$ cat src/rtl/core/trss_pkg.sv
// trss_pkg: shared types and constants of the task ready and sleep scheduler.
// Used by trss_ctrl, trss_dp and task_ready_and_sleep_scheduler. No dependencies.
package trss_pkg;

   // operation codes
   typedef enum logic [2:0] {
      OP_INSERT      = 3'd0,
      OP_SLEEP       = 3'd1,
      OP_WAKEUP      = 3'd2,
      OP_RESORT      = 3'd3,
      OP_TICK        = 3'd4,
      OP_SCHEDULE    = 3'd5,
      OP_SET_CURRENT = 3'd6,
      OP_NONE        = 3'd7
   } op_type;

   // per-task list state
   localparam logic [1:0] TS_IDLE  = 2'd0;
   localparam logic [1:0] TS_RUN   = 2'd1;
   localparam logic [1:0] TS_SLEEP = 2'd2;

   // response status codes
   localparam logic [1:0] RC_OK         = 2'd0;
   localparam logic [1:0] RC_NOT_READY  = 2'd1;
   localparam logic [1:0] RC_NOT_LISTED = 2'd2;

   localparam logic [31:0] NEVER_TICKS = 32'hFFFF_FFFF;
   localparam logic [4:0]  NO_TASK     = 5'd31;

   typedef struct packed {
      op_type      op;
      logic [3:0]  task_id;
      logic        has_task;
      logic [7:0]  priority_req;
      logic [31:0] sleep_ticks;
      logic        in_isr;
   } req_type;

   typedef struct packed {
      logic [1:0] status;
      logic [3:0] chosen_task;
      logic       chosen_valid;
      logic       switch_needed;
      logic       switch_from_isr;
      logic [4:0] woken_count;
   } rsp_type;

   typedef enum logic [3:0] {
      S_IDLE,
      S_CHECK,
      S_RUN_DEL,
      S_RUN_FIND,
      S_SLP_SET,
      S_SLP_DEL,
      S_SLP_FIND,
      S_TICK_CHK,
      S_TICK_TAKE,
      S_DONE
   } fsm_type;

   // controller to datapath
   typedef struct packed {
      logic       latch;
      logic       idx_clr;
      logic       idx_inc;
      logic       idx_to_slp_end;
      logic       set_prio;
      logic       load_key;
      logic       run_del;
      logic       run_put;
      logic       set_sleep;
      logic       clr_wake;
      logic       slp_del;
      logic       slp_put;
      logic       tick;
      logic       take_head;
      logic       woken_inc;
      logic       set_cur;
      logic       code_wr;
      logic [1:0] code;
      logic       load_rsp;
   } dp_cmd_type;

   // datapath to controller
   typedef struct packed {
      op_type     op;
      logic       t_valid;
      logic [1:0] t_state;
      logic       has_task;
      logic       forever_req;
      logic       run_hit;
      logic       run_end;
      logic       run_before;
      logic       slp_hit;
      logic       slp_end;
      logic       slp_before;
      logic       head_due;
   } dp_stat_type;

endpackage

$ cat src/rtl/core/trss_ctrl.sv
// trss_ctrl: sequencer for the scheduler; walks the lists one entry a cycle.
// Depends on trss_pkg; drives trss_dp through dp_cmd_type.
module trss_ctrl
   import trss_pkg::*;
(
   input  logic        clock,
   input  logic        reset,
   input  logic        req_valid,
   output logic        req_ready,
   output logic        rsp_valid,
   input  logic        rsp_ready,
   input  dp_stat_type stat,
   output dp_cmd_type  cmd
);

   fsm_type state_ff, state_in;
   logic    rsp_valid_ff, rsp_valid_in;

   // state and output-valid registers
   always_ff @(posedge clock) begin
      if (reset) begin
         state_ff     <= S_IDLE;
         rsp_valid_ff <= 1'b0;
      end else begin
         state_ff     <= state_in;
         rsp_valid_ff <= rsp_valid_in;
      end
   end

   assign rsp_valid = rsp_valid_ff;

   // next state and commands
   always_comb begin
      state_in  = state_ff;
      cmd       = '0;
      req_ready = 1'b0;
      case (state_ff)
         S_IDLE: begin
            req_ready = 1'b1;
            if (req_valid) begin
               cmd.latch = 1'b1;
               state_in  = S_CHECK;
            end
         end
         S_CHECK: begin
            cmd.code_wr = 1'b1;
            cmd.code    = RC_OK;
            state_in    = S_DONE;
            case (stat.op)
               OP_INSERT: begin
                  if (!stat.t_valid) cmd.code = RC_NOT_LISTED;
                  else if (stat.t_state == TS_SLEEP) cmd.code = RC_NOT_READY;
                  else if (stat.t_state != TS_IDLE) cmd.code = RC_NOT_LISTED;
                  else begin
                     cmd.set_prio = 1'b1;
                     cmd.idx_clr  = 1'b1;
                     state_in     = S_RUN_FIND;
                  end
               end
               OP_SLEEP: begin
                  if (!stat.t_valid || stat.t_state != TS_RUN) cmd.code = RC_NOT_LISTED;
                  else begin
                     cmd.idx_clr = 1'b1;
                     state_in    = S_RUN_DEL;
                  end
               end
               OP_WAKEUP: begin
                  if (!stat.t_valid || stat.t_state != TS_SLEEP) cmd.code = RC_NOT_LISTED;
                  else begin
                     cmd.load_key = 1'b1;
                     cmd.clr_wake = 1'b1;
                     cmd.idx_clr  = 1'b1;
                     state_in     = S_SLP_DEL;
                  end
               end
               OP_RESORT: begin
                  if (!stat.t_valid) cmd.code = RC_NOT_LISTED;
                  else if (stat.t_state == TS_SLEEP) cmd.code = RC_NOT_READY;
                  else if (stat.t_state != TS_RUN) cmd.code = RC_NOT_LISTED;
                  else begin
                     cmd.idx_clr = 1'b1;
                     state_in    = S_RUN_DEL;
                  end
               end
               OP_TICK: begin
                  cmd.tick    = 1'b1;
                  cmd.idx_clr = 1'b1;
                  state_in    = S_TICK_CHK;
               end
               OP_SCHEDULE: begin
                  if (stat.has_task && !stat.t_valid) cmd.code = RC_NOT_LISTED;
               end
               OP_SET_CURRENT: begin
                  if (!stat.t_valid) cmd.code = RC_NOT_LISTED;
                  else cmd.set_cur = 1'b1;
               end
               default: ;
            endcase
         end
         // find the task in the run list and unlink it
         S_RUN_DEL: begin
            if (stat.run_end) begin
               state_in = S_DONE;
            end else if (stat.run_hit) begin
               cmd.run_del = 1'b1;
               cmd.idx_clr = 1'b1;
               if (stat.op == OP_RESORT) begin
                  cmd.set_prio = 1'b1;
                  state_in     = S_RUN_FIND;
               end else begin
                  state_in = S_SLP_SET;
               end
            end else begin
               cmd.idx_inc = 1'b1;
            end
         end
         // priority-ordered insert
         S_RUN_FIND: begin
            if (stat.run_end || stat.run_before) begin
               cmd.run_put = 1'b1;
               if (stat.op == OP_TICK) begin
                  cmd.idx_clr = 1'b1;
                  state_in    = S_TICK_CHK;
               end else begin
                  state_in = S_DONE;
               end
            end else begin
               cmd.idx_inc = 1'b1;
            end
         end
         S_SLP_SET: begin
            cmd.set_sleep = 1'b1;
            if (stat.forever_req) cmd.idx_to_slp_end = 1'b1;
            else cmd.idx_clr = 1'b1;
            state_in = S_SLP_FIND;
         end
         // wake-time ordered insert
         S_SLP_FIND: begin
            if (stat.slp_end || stat.slp_before) begin
               cmd.slp_put = 1'b1;
               state_in    = S_DONE;
            end else begin
               cmd.idx_inc = 1'b1;
            end
         end
         S_SLP_DEL: begin
            if (stat.slp_end) begin
               state_in = S_DONE;
            end else if (stat.slp_hit) begin
               cmd.slp_del = 1'b1;
               cmd.idx_clr = 1'b1;
               state_in    = S_RUN_FIND;
            end else begin
               cmd.idx_inc = 1'b1;
            end
         end
         // wake expired sleep-list heads one at a time
         S_TICK_CHK: begin
            if (stat.head_due) begin
               cmd.take_head = 1'b1;
               state_in      = S_TICK_TAKE;
            end else begin
               state_in = S_DONE;
            end
         end
         S_TICK_TAKE: begin
            cmd.load_key  = 1'b1;
            cmd.clr_wake  = 1'b1;
            cmd.slp_del   = 1'b1;
            cmd.woken_inc = 1'b1;
            cmd.idx_clr   = 1'b1;
            state_in      = S_RUN_FIND;
         end
         S_DONE: begin
            if (!rsp_valid_ff || rsp_ready) begin
               cmd.load_rsp = 1'b1;
               state_in     = S_IDLE;
            end
         end
         default: state_in = S_IDLE;
      endcase
   end

   // output valid
   always_comb begin
      rsp_valid_in = rsp_valid_ff;
      if (cmd.load_rsp) rsp_valid_in = 1'b1;
      else if (rsp_ready) rsp_valid_in = 1'b0;
   end

endmodule

$ cat src/rtl/core/trss_dp.sv
// trss_dp: task records, run and sleep order lists, time base, response register.
// Depends on trss_pkg; commanded by trss_ctrl.
module trss_dp
   import trss_pkg::*;
#(
   parameter int TASKS = 16
)
(
   input  logic        clock,
   input  logic        reset,
   input  dp_cmd_type  cmd,
   input  req_type     req_data,
   output dp_stat_type stat,
   output rsp_type     rsp_data
);

   localparam int IW = (TASKS > 1) ? $clog2(TASKS) : 1;
   localparam int CW = $clog2(TASKS + 1);

   req_type         req_ff;
   logic [IW-1:0]   t_ff;
   logic [CW-1:0]   idx_ff;
   logic [7:0]      key_prio_ff;
   logic [31:0]     key_wake_ff;
   logic [1:0]      code_ff;
   logic [4:0]      woken_ff;
   logic [31:0]     now_ff;
   logic [4:0]      cur_ff;
   logic [CW-1:0]   run_cnt_ff;
   logic [CW-1:0]   slp_cnt_ff;
   logic [1:0]      st_ff    [TASKS];
   logic [7:0]      prio_ff  [TASKS];
   logic [31:0]     wake_ff  [TASKS];
   logic            fe_ff    [TASKS];
   logic [IW-1:0]   run_list_ff [TASKS];
   logic [IW-1:0]   slp_list_ff [TASKS];
   rsp_type         rsp_ff;

   logic [IW-1:0] idx_w;
   logic [IW-1:0] run_e;
   logic [IW-1:0] slp_e;
   logic [IW-1:0] prio_addr;
   logic [7:0]    prio_rd;
   logic [31:0]   wake_rd;
   logic          fe_rd;
   logic [31:0]   slp_d;
   logic [31:0]   due_d;
   logic [31:0]   wake_new;
   logic          run_put_ok;
   logic          slp_put_ok;
   logic          sch_valid;
   logic [3:0]    sch_task;
   logic          sch_sw;

   // list and record reads
   assign idx_w     = idx_ff[IW-1:0];
   assign run_e     = run_list_ff[idx_w];
   assign slp_e     = slp_list_ff[idx_w];
   assign prio_addr = cmd.load_key ? t_ff : run_e;
   assign prio_rd   = prio_ff[prio_addr];
   assign wake_rd   = wake_ff[slp_e];
   assign fe_rd     = fe_ff[slp_e];
   assign slp_d     = wake_rd - key_wake_ff;
   assign due_d     = now_ff - wake_rd;
   assign wake_new  = now_ff + req_ff.sleep_ticks;
   assign run_put_ok = cmd.run_put && (run_cnt_ff < CW'(TASKS));
   assign slp_put_ok = cmd.slp_put && (slp_cnt_ff < CW'(TASKS));

   // status to controller
   always_comb begin
      stat.op          = req_ff.op;
      stat.t_valid     = ({28'd0, req_ff.task_id} < 32'(TASKS));
      stat.t_state     = st_ff[t_ff];
      stat.has_task    = req_ff.has_task;
      stat.forever_req = (req_ff.sleep_ticks == NEVER_TICKS);
      stat.run_hit     = (run_e == t_ff);
      stat.run_end     = (idx_ff == run_cnt_ff);
      stat.run_before  = (key_prio_ff < prio_rd);
      stat.slp_hit     = (slp_e == t_ff);
      stat.slp_end     = (idx_ff == slp_cnt_ff);
      stat.slp_before  = fe_rd || ((slp_d != 32'd0) && !slp_d[31]);
      stat.head_due    = (slp_cnt_ff != '0) && !fe_rd && !due_d[31];
   end

   // request latch, scan index and keys
   always_ff @(posedge clock) begin
      if (cmd.latch) begin
         req_ff <= req_data;
         t_ff   <= IW'(req_data.task_id);
      end else if (cmd.take_head) begin
         t_ff <= slp_e;
      end
      if (cmd.idx_clr) idx_ff <= '0;
      else if (cmd.idx_inc) idx_ff <= idx_ff + 1'b1;
      else if (cmd.idx_to_slp_end) idx_ff <= slp_cnt_ff;
      if (cmd.set_prio) key_prio_ff <= req_ff.priority_req;
      else if (cmd.load_key) key_prio_ff <= prio_rd;
      if (cmd.set_sleep) key_wake_ff <= wake_new;
      if (cmd.code_wr) code_ff <= cmd.code;
   end

   // control state: counts, time, current task, task records
   always_ff @(posedge clock) begin
      if (reset) begin
         woken_ff   <= '0;
         now_ff     <= '0;
         cur_ff     <= NO_TASK;
         run_cnt_ff <= '0;
         slp_cnt_ff <= '0;
         for (int j = 0; j < TASKS; j++) begin
            st_ff[j]   <= TS_IDLE;
            prio_ff[j] <= '0;
            wake_ff[j] <= '0;
            fe_ff[j]   <= 1'b0;
         end
      end else begin
         if (cmd.latch) woken_ff <= '0;
         else if (cmd.woken_inc) woken_ff <= woken_ff + 5'd1;
         if (cmd.tick) now_ff <= now_ff + 32'd1;
         if (cmd.set_cur) cur_ff <= {1'b0, req_ff.task_id};
         if (cmd.run_del) run_cnt_ff <= run_cnt_ff - 1'b1;
         else if (run_put_ok) run_cnt_ff <= run_cnt_ff + 1'b1;
         if (cmd.slp_del) slp_cnt_ff <= slp_cnt_ff - 1'b1;
         else if (slp_put_ok) slp_cnt_ff <= slp_cnt_ff + 1'b1;
         if (cmd.set_prio) prio_ff[t_ff] <= req_ff.priority_req;
         if (cmd.run_put) st_ff[t_ff] <= TS_RUN;
         else if (cmd.slp_put) st_ff[t_ff] <= TS_SLEEP;
         if (cmd.set_sleep) begin
            wake_ff[t_ff] <= wake_new;
            fe_ff[t_ff]   <= (req_ff.sleep_ticks == NEVER_TICKS);
         end else if (cmd.clr_wake) begin
            wake_ff[t_ff] <= '0;
            fe_ff[t_ff]   <= 1'b0;
         end
      end
   end

   // order lists: shift out on unlink, shift in on insert
   always_ff @(posedge clock) begin
      for (int j = 0; j < TASKS - 1; j++) begin
         if (cmd.run_del && CW'(j) >= idx_ff) run_list_ff[j] <= run_list_ff[j+1];
         if (cmd.slp_del && CW'(j) >= idx_ff) slp_list_ff[j] <= slp_list_ff[j+1];
      end
      for (int j = 1; j < TASKS; j++) begin
         if (run_put_ok && CW'(j) > idx_ff) run_list_ff[j] <= run_list_ff[j-1];
         if (slp_put_ok && CW'(j) > idx_ff) slp_list_ff[j] <= slp_list_ff[j-1];
      end
      if (run_put_ok) run_list_ff[idx_w] <= t_ff;
      if (slp_put_ok) slp_list_ff[idx_w] <= t_ff;
   end

   // schedule pick
   always_comb begin
      sch_valid = 1'b0;
      sch_task  = '0;
      if (req_ff.op == OP_SCHEDULE) begin
         if (req_ff.has_task) begin
            sch_valid = stat.t_valid;
            sch_task  = stat.t_valid ? req_ff.task_id : 4'd0;
         end else if (run_cnt_ff != '0) begin
            sch_valid = 1'b1;
            sch_task  = 4'(run_list_ff[0]);
         end
      end
      sch_sw = sch_valid && ({1'b0, sch_task} != cur_ff);
   end

   // response register
   always_ff @(posedge clock) begin
      if (cmd.load_rsp) begin
         rsp_ff.status          <= code_ff;
         rsp_ff.chosen_task     <= sch_task;
         rsp_ff.chosen_valid    <= sch_valid;
         rsp_ff.switch_needed   <= sch_sw;
         rsp_ff.switch_from_isr <= sch_sw && req_ff.in_isr;
         rsp_ff.woken_count     <= woken_ff;
      end
   end

   assign rsp_data = rsp_ff;

endmodule

$ cat src/rtl/core/task_ready_and_sleep_scheduler.sv
// task_ready_and_sleep_scheduler: top level, priority run list and timed sleep list.
// Depends on trss_pkg, trss_ctrl and trss_dp.
//
//   channel | ports                          | moves
//   req     | req_valid, req_ready, req_data | one operation request (req_type)
//   rsp     | rsp_valid, rsp_ready, rsp_data | one result per request (rsp_type)
//
// One request at a time. Insert, wakeup, resort and sleep walk the order lists
// one entry a cycle; a tick wakes due sleep-list heads one at a time and walks
// the run list to reinsert each woken task.
// Reset clears all task records, counts, time and current task.
// The result register lets a new request be taken while rsp is stalled; that
// new request waits in the final state until the held result is taken.
module task_ready_and_sleep_scheduler
   import trss_pkg::*;
#(
   parameter int TASKS = 16
)
(
   input  logic    clock,
   input  logic    reset,
   input  logic    req_valid,
   output logic    req_ready,
   input  req_type req_data,
   output logic    rsp_valid,
   input  logic    rsp_ready,
   output rsp_type rsp_data
);

   dp_cmd_type  cmd;
   dp_stat_type stat;

   trss_ctrl u_ctrl (
      .clock     (clock),
      .reset     (reset),
      .req_valid (req_valid),
      .req_ready (req_ready),
      .rsp_valid (rsp_valid),
      .rsp_ready (rsp_ready),
      .stat      (stat),
      .cmd       (cmd)
   );

   trss_dp #(
      .TASKS (TASKS)
   ) u_dp (
      .clock    (clock),
      .reset    (reset),
      .cmd      (cmd),
      .req_data (req_data),
      .stat     (stat),
      .rsp_data (rsp_data)
   );

   // one request in flight
   a_one_req: assert property (@(posedge clock) disable iff (reset)
      (req_valid && req_ready) |=> !req_ready)
      else $error("request taken while busy");

   // a run-list insert never comes with a run-list unlink or a sleep-list command
   a_list_cmd: assert property (@(posedge clock) disable iff (reset)
      cmd.run_put |-> !(cmd.run_del || cmd.slp_put || cmd.slp_del))
      else $error("conflicting list commands");

   // a loaded result shows up as valid
   a_rsp_load: assert property (@(posedge clock) disable iff (reset)
      cmd.load_rsp |=> rsp_valid)
      else $error("result loaded but not valid");

endmodule
$ cat config.mk
export PLATFORM = sky130hd
export DESIGN_NAME = task_ready_and_sleep_scheduler
export DESIGN_NICKNAME = d
export VERILOG_FILES = /design/src/rtl/core/trss_pkg.sv /design/src/rtl/core/trss_ctrl.sv /design/src/rtl/core/trss_dp.sv /design/src/rtl/core/task_ready_and_sleep_scheduler.sv
export SDC_FILE = /design/constraint.sdc
export NUM_CORES = 2
export LEC_CHECK = 0
export BUFFER_PORTS_ARGS = -buffer_cell sky130_fd_sc_hd__buf_4
export CORE_ASPECT_RATIO = 0.75
export CORE_UTILIZATION = 33
export CTS_CLUSTER_SIZE = 25
export DETAILED_ROUTE_END_ITERATION = 16
export PLACE_DENSITY_LB_ADDON = 0.15
export SKIP_CTS_REPAIR_TIMING = 1
export SLEW_MARGIN = 20
export SYNTH_ARGS = -nofsm -noshare
export SYNTH_HDL_FRONTEND = slang
export SYNTH_SLANG_ARGS = --single-unit
$ cat constraint.sdc
create_clock -name clock -period 17.21 [get_ports clock]
set_clock_uncertainty 0.2 [all_clocks]
set_input_delay 1.721 -clock clock [delete_from_list [all_inputs] [get_ports clock]]
set_output_delay 1.721 -clock clock [all_outputs]
set_load 0.02 [all_outputs]
# Yosys cells after proc, flatten, opt, wreduce, memory -nomap -nowiden
# Memories as Yosys holds them, arrays and structs flattened. A register that Yosys moved wholly into a read port is not among the register bits.
# Index checks and enable logic that the tools add are counted.
totals:
  out_inout_bits: 16
  mem_bits_rw: 816
  memories: 6
  input_bits: 53
  register_bits: 171
  elab_cells: 517
memory_table:
  columns: ["name", "depth", "width", "rd", "rd_ports_with_merged_regs", "wr", "line_no", "text"]
  rows:
  - ["u_dp.wake_ff", 16, 32, 1, 0, 16, "trss_dp.sv:33", "logic [31:0] wake_ff [TASKS];"]
  - ["u_dp.prio_ff", 16, 8, 1, 0, 16, "trss_dp.sv:32", "logic [7:0] prio_ff [TASKS];"]
  - ["u_dp.run_list_ff", 16, 4, 17, 1, 16, "trss_dp.sv:35", "logic [IW-1:0] run_list_ff [TASKS];"]
  - ["u_dp.slp_list_ff", 16, 4, 17, 1, 16, "trss_dp.sv:36", "logic [IW-1:0] slp_list_ff [TASKS];"]
  - ["u_dp.st_ff", 16, 2, 1, 1, 16, "trss_dp.sv:31", "logic [1:0] st_ff [TASKS];"]
  - ["u_dp.fe_ff", 16, 1, 1, 0, 16, "trss_dp.sv:34", "logic fe_ff [TASKS];"]
classes:
  n_reduce_logical: 95
  add_sub_neg: 10
  mux: 288
  n_bitwise: 31
  order_cmp: 33
  n_eq_ne: 30
op_table:
  columns: ["op", "n"]
  rows:
  - ["$mux W4", 62]
  - ["$mux W1", 196]
  - ["$logic_and A1 B1 Y1", 67]
  - ["$mux W32", 2]
  - ["$sub A32 B32 Y32", 2]
  - ["$gt A4 B5 Y1 const A", 8]
  - ["$pmux W4 S10", 1]
  - ["$ge A4 B5 Y1 const A", 7]
  - ["$add A32 B1 Y32 const B", 1]
  - ["$add A32 B32 Y32", 1]
  - ["$eq A32 B32 Y1 const B", 1]
  - ["$reduce_bool A32 Y1", 1]
  - ["$reduce_or A32 Y1", 1]
  - ["$or A1 B1 Y1", 31]
  - ["$mux W5", 6]
  - ["$mux W8", 3]
  - ["$add A5 B1 Y5 const B", 4]
  - ["$ge A3 B5 Y1 const A", 4]
  - ["$gt A3 B5 Y1 const A", 4]
  - ["$pmux W4 S5", 1]
  - ["$mux W2", 9]
  - ["$eq A4 B3 Y1 const B", 4]
  - ["$reduce_bool A2 Y1", 7]
  - ["$eq A5 B5 Y1", 2]
  - ["other kinds (35)", 62]

# Longest topological paths before layout
# An unclocked memory read counts as a cell.
depth:
  word_depth: 16
  depth_mapped: 30
  depth_no_buf: 23

# Modules after synthesis
# Synthesis repeated with hierarchy kept, for this count alone.
unflattened:
  hier_cells: 4765
  hier_area_um2: 52096.2
modules_own_cells:
  columns: ["module", "n_inst", "seq_area_each_um2", "cells_each", "area_per_inst_um2"]
  rows:
  - ["trss_dp", 1, 29077.9, 4630, 51181.6]
  - ["trss_ctrl", 1, 100.1, 135, 914.6]

# Worst setup path after synthesis
# No wires, ideal clock.
synth_timing:
  kind: "reg2reg"
  from: "register (tool-made name)"
  to: "memory u_dp.slp_list_ff[2][0] in the netlist's numbering (enable)"
  n_path_buf: 7
  arrival_ns: 6.518
  required_ns: 16.631
  slack_ns: 10.114
  path_stages_with_launch: 28
  synth_period_minus_slack_ns: 7.096
  setup_ns: 0.379
  cell_sequence: "dfxtp_1 > buf_6 > buf_2 > nor2b_1 > a22oi_1 > nand3_1 > o21ai_1 > buf_4 > clkbuf_1 > clkbuf_1 > clkbuf_1 > nand3_1 > a31oi_1 > mux2i_1 > ha_1 > a211oi_1 > nor2_1 > o41a_1 > a31oi_1 > a21oi_1 > o2111ai_1 > or4b_2 > and4_1 > a31oi_4 > o211ai_2 > and2_1 > clkbuf_2 > nor4b_1"
synth_lines:
  columns: ["item", "line_no"]
  rows:
  - ["end, declared", "trss_dp.sv:36"]

==> results.sh <==
export IMPL_chipHeight_um=343.1
export IMPL_leakagePower_nw=21.37
export IMPL_worstPathCellList="buf_4 -> mux4_2 -> mux2i_1 -> mux2_8 -> buf_4 -> nand2_1 -> nand3_1 -> a31oi_1 -> mux2i_1 -> ha_1 -> a21oi_1 -> or3b_2 -> o211ai_1 -> o221ai_1 -> a31oi_1 -> mux2i_1 -> a21oi_1 -> and4_1 -> a31oi_4 -> o211ai_4 -> buf_4 -> and2_1 -> nor4b_1"
export IMPL_grtUsageTotal=0.2221
export IMPL_htree_levels=3
export IMPL_avgSynthCellArea_um2=10.58
export IMPL_antenna_left=0
export IMPL_ys_seq_area_frac=0.5699
export IMPL_max_vdd_ir_drop_mv=0.07419
export IMPL_fin_crit_sh=0.5645
export IMPL_first_iter_violations=4098
export IMPL_synth_nets=5014
export IMPL_worst_pin_slew_ns=1.211
export IMPL_nets=4973
export IMPL_cpLargestDelayFamily="multiplexers"
export IMPL_ys_warn_count=0
export IMPL_post_route_min_period_ns=9.715
export IMPL_gp_congestion=0.9187
export IMPL_reg2reg_depth=23
export IMPL_ios=69
export IMPL_cp_start_kind="register"
export IMPL_hp_class="reg2reg"
export IMPL_antenna_found_initial=2
export IMPL_syn_to_final_growth_pct=12.17
export IMPL_cap_violations=0
export IMPL_swShare=0.3676
export IMPL_die_w_um=456.8
export IMPL_finalWorstSetupSlack_ns=7.495
export IMPL_synthArstFlopShare=0
export IMPL_final_hold_viol_count=0
export IMPL_p_int_mw=4.921
export IMPL_critPathKind="reg2reg"
export IMPL_slew_headroom=0.1694
export IMPL_rows=124
export IMPL_grt_max_degree=156
export IMPL_initial_utilization=0.3344
export IMPL_root_buffer="clkbuf_16"
export IMPL_fillers=15090
export IMPL_power_density_mw_per_mm2=135.5
export IMPL_hpwlAfterDp_um=115200
export IMPL_wl_um=177400
export IMPL_synthDistinctLibCells=92
export IMPL_cts_tree="yes"
export IMPL_setup_tns_ns=0
export IMPL_critPathMaxFanout=92
export IMPL_combPwrFrac=0.308
export IMPL_slew_viol_final=0
export IMPL_synth_area_mm2=0.05120
export IMPL_ys_seq_elements=995
export IMPL_status="completed"
export IMPL_cp_end_kind="register"
export IMPL_cts_buffer_depth=3
export IMPL_p_switching_mw=2.860
export IMPL_post_place_ws_ns=7.622
export IMPL_required_ns=17.37
export IMPL_overflow=0
export IMPL_worstHoldPathCells=0
export IMPL_rsz0062_at_grt="no"
export IMPL_route_detailed_drc=0
export IMPL_pwr_share_clk=0.302
export IMPL_synth_enable_flop_cells=925
export IMPL_coreArea_mm2=0.1531
export IMPL_vias_per_cell=5.543
export IMPL_cts_sinks=995
export IMPL_cpPeakStageDelay_ns=0.89
export IMPL_layout_common_cells="edfxtp_1, nor2_1, nand2_1"
export IMPL_grt_pass1_vias=35920
export IMPL_io_buffers=68
export IMPL_fmax_ghz=0.1029
export IMPL_power_share_sequential=0.390
export IMPL_dr_pass1_iters=5
export IMPL_drive_gt1_frac=0.1033
export IMPL_vias=38280
export IMPL_critPathBufInv=3
export IMPL_dieArea_mm2=0.1568
export IMPL_worstSkewPairLatency_ns=0.74
export IMPL_setup_viol=0
export IMPL_cts_clk_slew_worst_paths_ns=0.06
export IMPL_crit_cells=23
export IMPL_final_common_cell="edfxtp_1"
export IMPL_routedWlPerCell_um=25.69
export IMPL_diodes=0
export IMPL_cp_slowest_cell="mux2i_1"
export IMPL_cp_data_arrival_time_ns=9.87
export IMPL_syn_inst=4841
export IMPL_ys_flop_type="edfxtp_1"
export IMPL_cts_inserted_buffers=111
export IMPL_grt_pass1_wl_um=257400
## state kept, by name, indices dropped and copies added (netlist names), named ones only
name              cells
u_dp.code_ff          2
u_dp.rsp_data        14
u_dp.slp_cnt_ff       5
u_dp.fe_ff           16
u_dp.req_ff          45
u_dp.cur_ff           5
u_ctrl.rsp_valid      1
u_dp.run_list_ff     64
u_dp.st_ff           32
u_dp.key_prio_ff      8
u_dp.idx_ff           5
u_dp.key_wake_ff     32
u_dp.run_cnt_ff       5
u_dp.stat             4
u_dp.wake_ff        512
u_dp.t_ff             4
u_dp.now_ff          32
u_dp.prio_ff        128
u_dp.woken_ff         5
u_dp.slp_list_ff     64
u_ctrl.state_ff       4
## power groups by stage
stage | Combinational (mW) | Clock, mW | Sequential [mW]
detailed placement | 2.35 | 0 | 3.08
finish | 2.39 | 2.35 | 3.03
global placement | 2.36 | 0 | 3.08
CTS | 2.36 | 2.40 | 3.03
floorplan | 1.53 | 0 | 2.99
global route | 2.57 | 2.48 | 3.05
## metal layers
metal,global-route usage,routed length (µm)
met1,0.3492,87350
met2,0.3075,71810
met3,0.04922,15240
met4,0.04124,2972
met5,0,0
## kinds of logic after synthesis
| logic type | after synthesis | share of synthesized area |
|---|---|---|
| and+or+nand+nor | 2112 | 0.1776 |
| DFF | 995 | 0.5699 |
| AOI/OAI and AO/OA | 775 | 0.1044 |
| buffers and inverters | 466 | 0.03573 |
| muxes | 274 | 0.06564 |
| adders and majority gates | 120 | 0.02991 |
| xor gates and xnor gates | 99 | 0.01693 |
## synth_stat cells, drive strengths merged (48+ instances only)
master | n | area share
nor2b | 54 | 0.0066
nor2 | 900 | 0.066
and3 | 79 | 0.0097
o22ai | 79 | 0.0097
buf | 52 | 0.0054
a21o | 87 | 0.013
ha | 116 | 0.028
mux2 | 65 | 0.014
edfxtp | 925 | 0.54
a31oi | 80 | 0.010
dfxtp | 70 | 0.027
mux2i | 167 | 0.033
a21oi | 145 | 0.014
a311oi | 62 | 0.011
a211oi | 51 | 0.0079
o21ai | 86 | 0.0085
nand2 | 673 | 0.049
nand3 | 190 | 0.019
xor2 | 51 | 0.0087
nor3 | 51 | 0.0051
inv | 145 | 0.011
xnor2 | 48 | 0.0082
clkbuf | 268 | 0.020
## path summary, 6_finish.rpt
path / startpoint / endpoint / slack (ns)
setup / recovery: register / u_dp.slp_list_ff[2][3] / 7.49
hold / removal: u_dp.code_ff[0] / u_dp.rsp_data[12] / 0.23
setup reg to reg: register / u_dp.slp_list_ff[2][3] / 7.49
hold reg to reg: u_dp.code_ff[0] / u_dp.rsp_data[12] / 0.23
## layout make-up
class                           instances  area [µm²]  share of cell area
Sequential cell                       995       29180              0.5080
Clock buffer                          140        2949             0.05135
Multi-Input combinational cell       3380       20430              0.3558
Inverter                              146       548.0            0.009542
Timing Repair Buffer                  166        1259             0.02192
Tap cell                             2016        2522             0.04392
Clock inverter                         62       543.0            0.009455
## metrics by stage
step	hold slack (ns)	std cells	util	total power [mW]	cell area, µm²
final	0.2293	6905	0.3751	7.780	57440
after CTS	0.2306	6905	0.3750	7.791	57420
after detailed placement	0.2176	6703	0.3522	5.430	53930
after global routing	0.2374	6905	0.3751	8.100	57440
after global placement	0.2103	6703	0.3521	5.438	53910
after floorplan	0.2003	4841	-	4.526	51200
(Power assumes the default switching activity.)
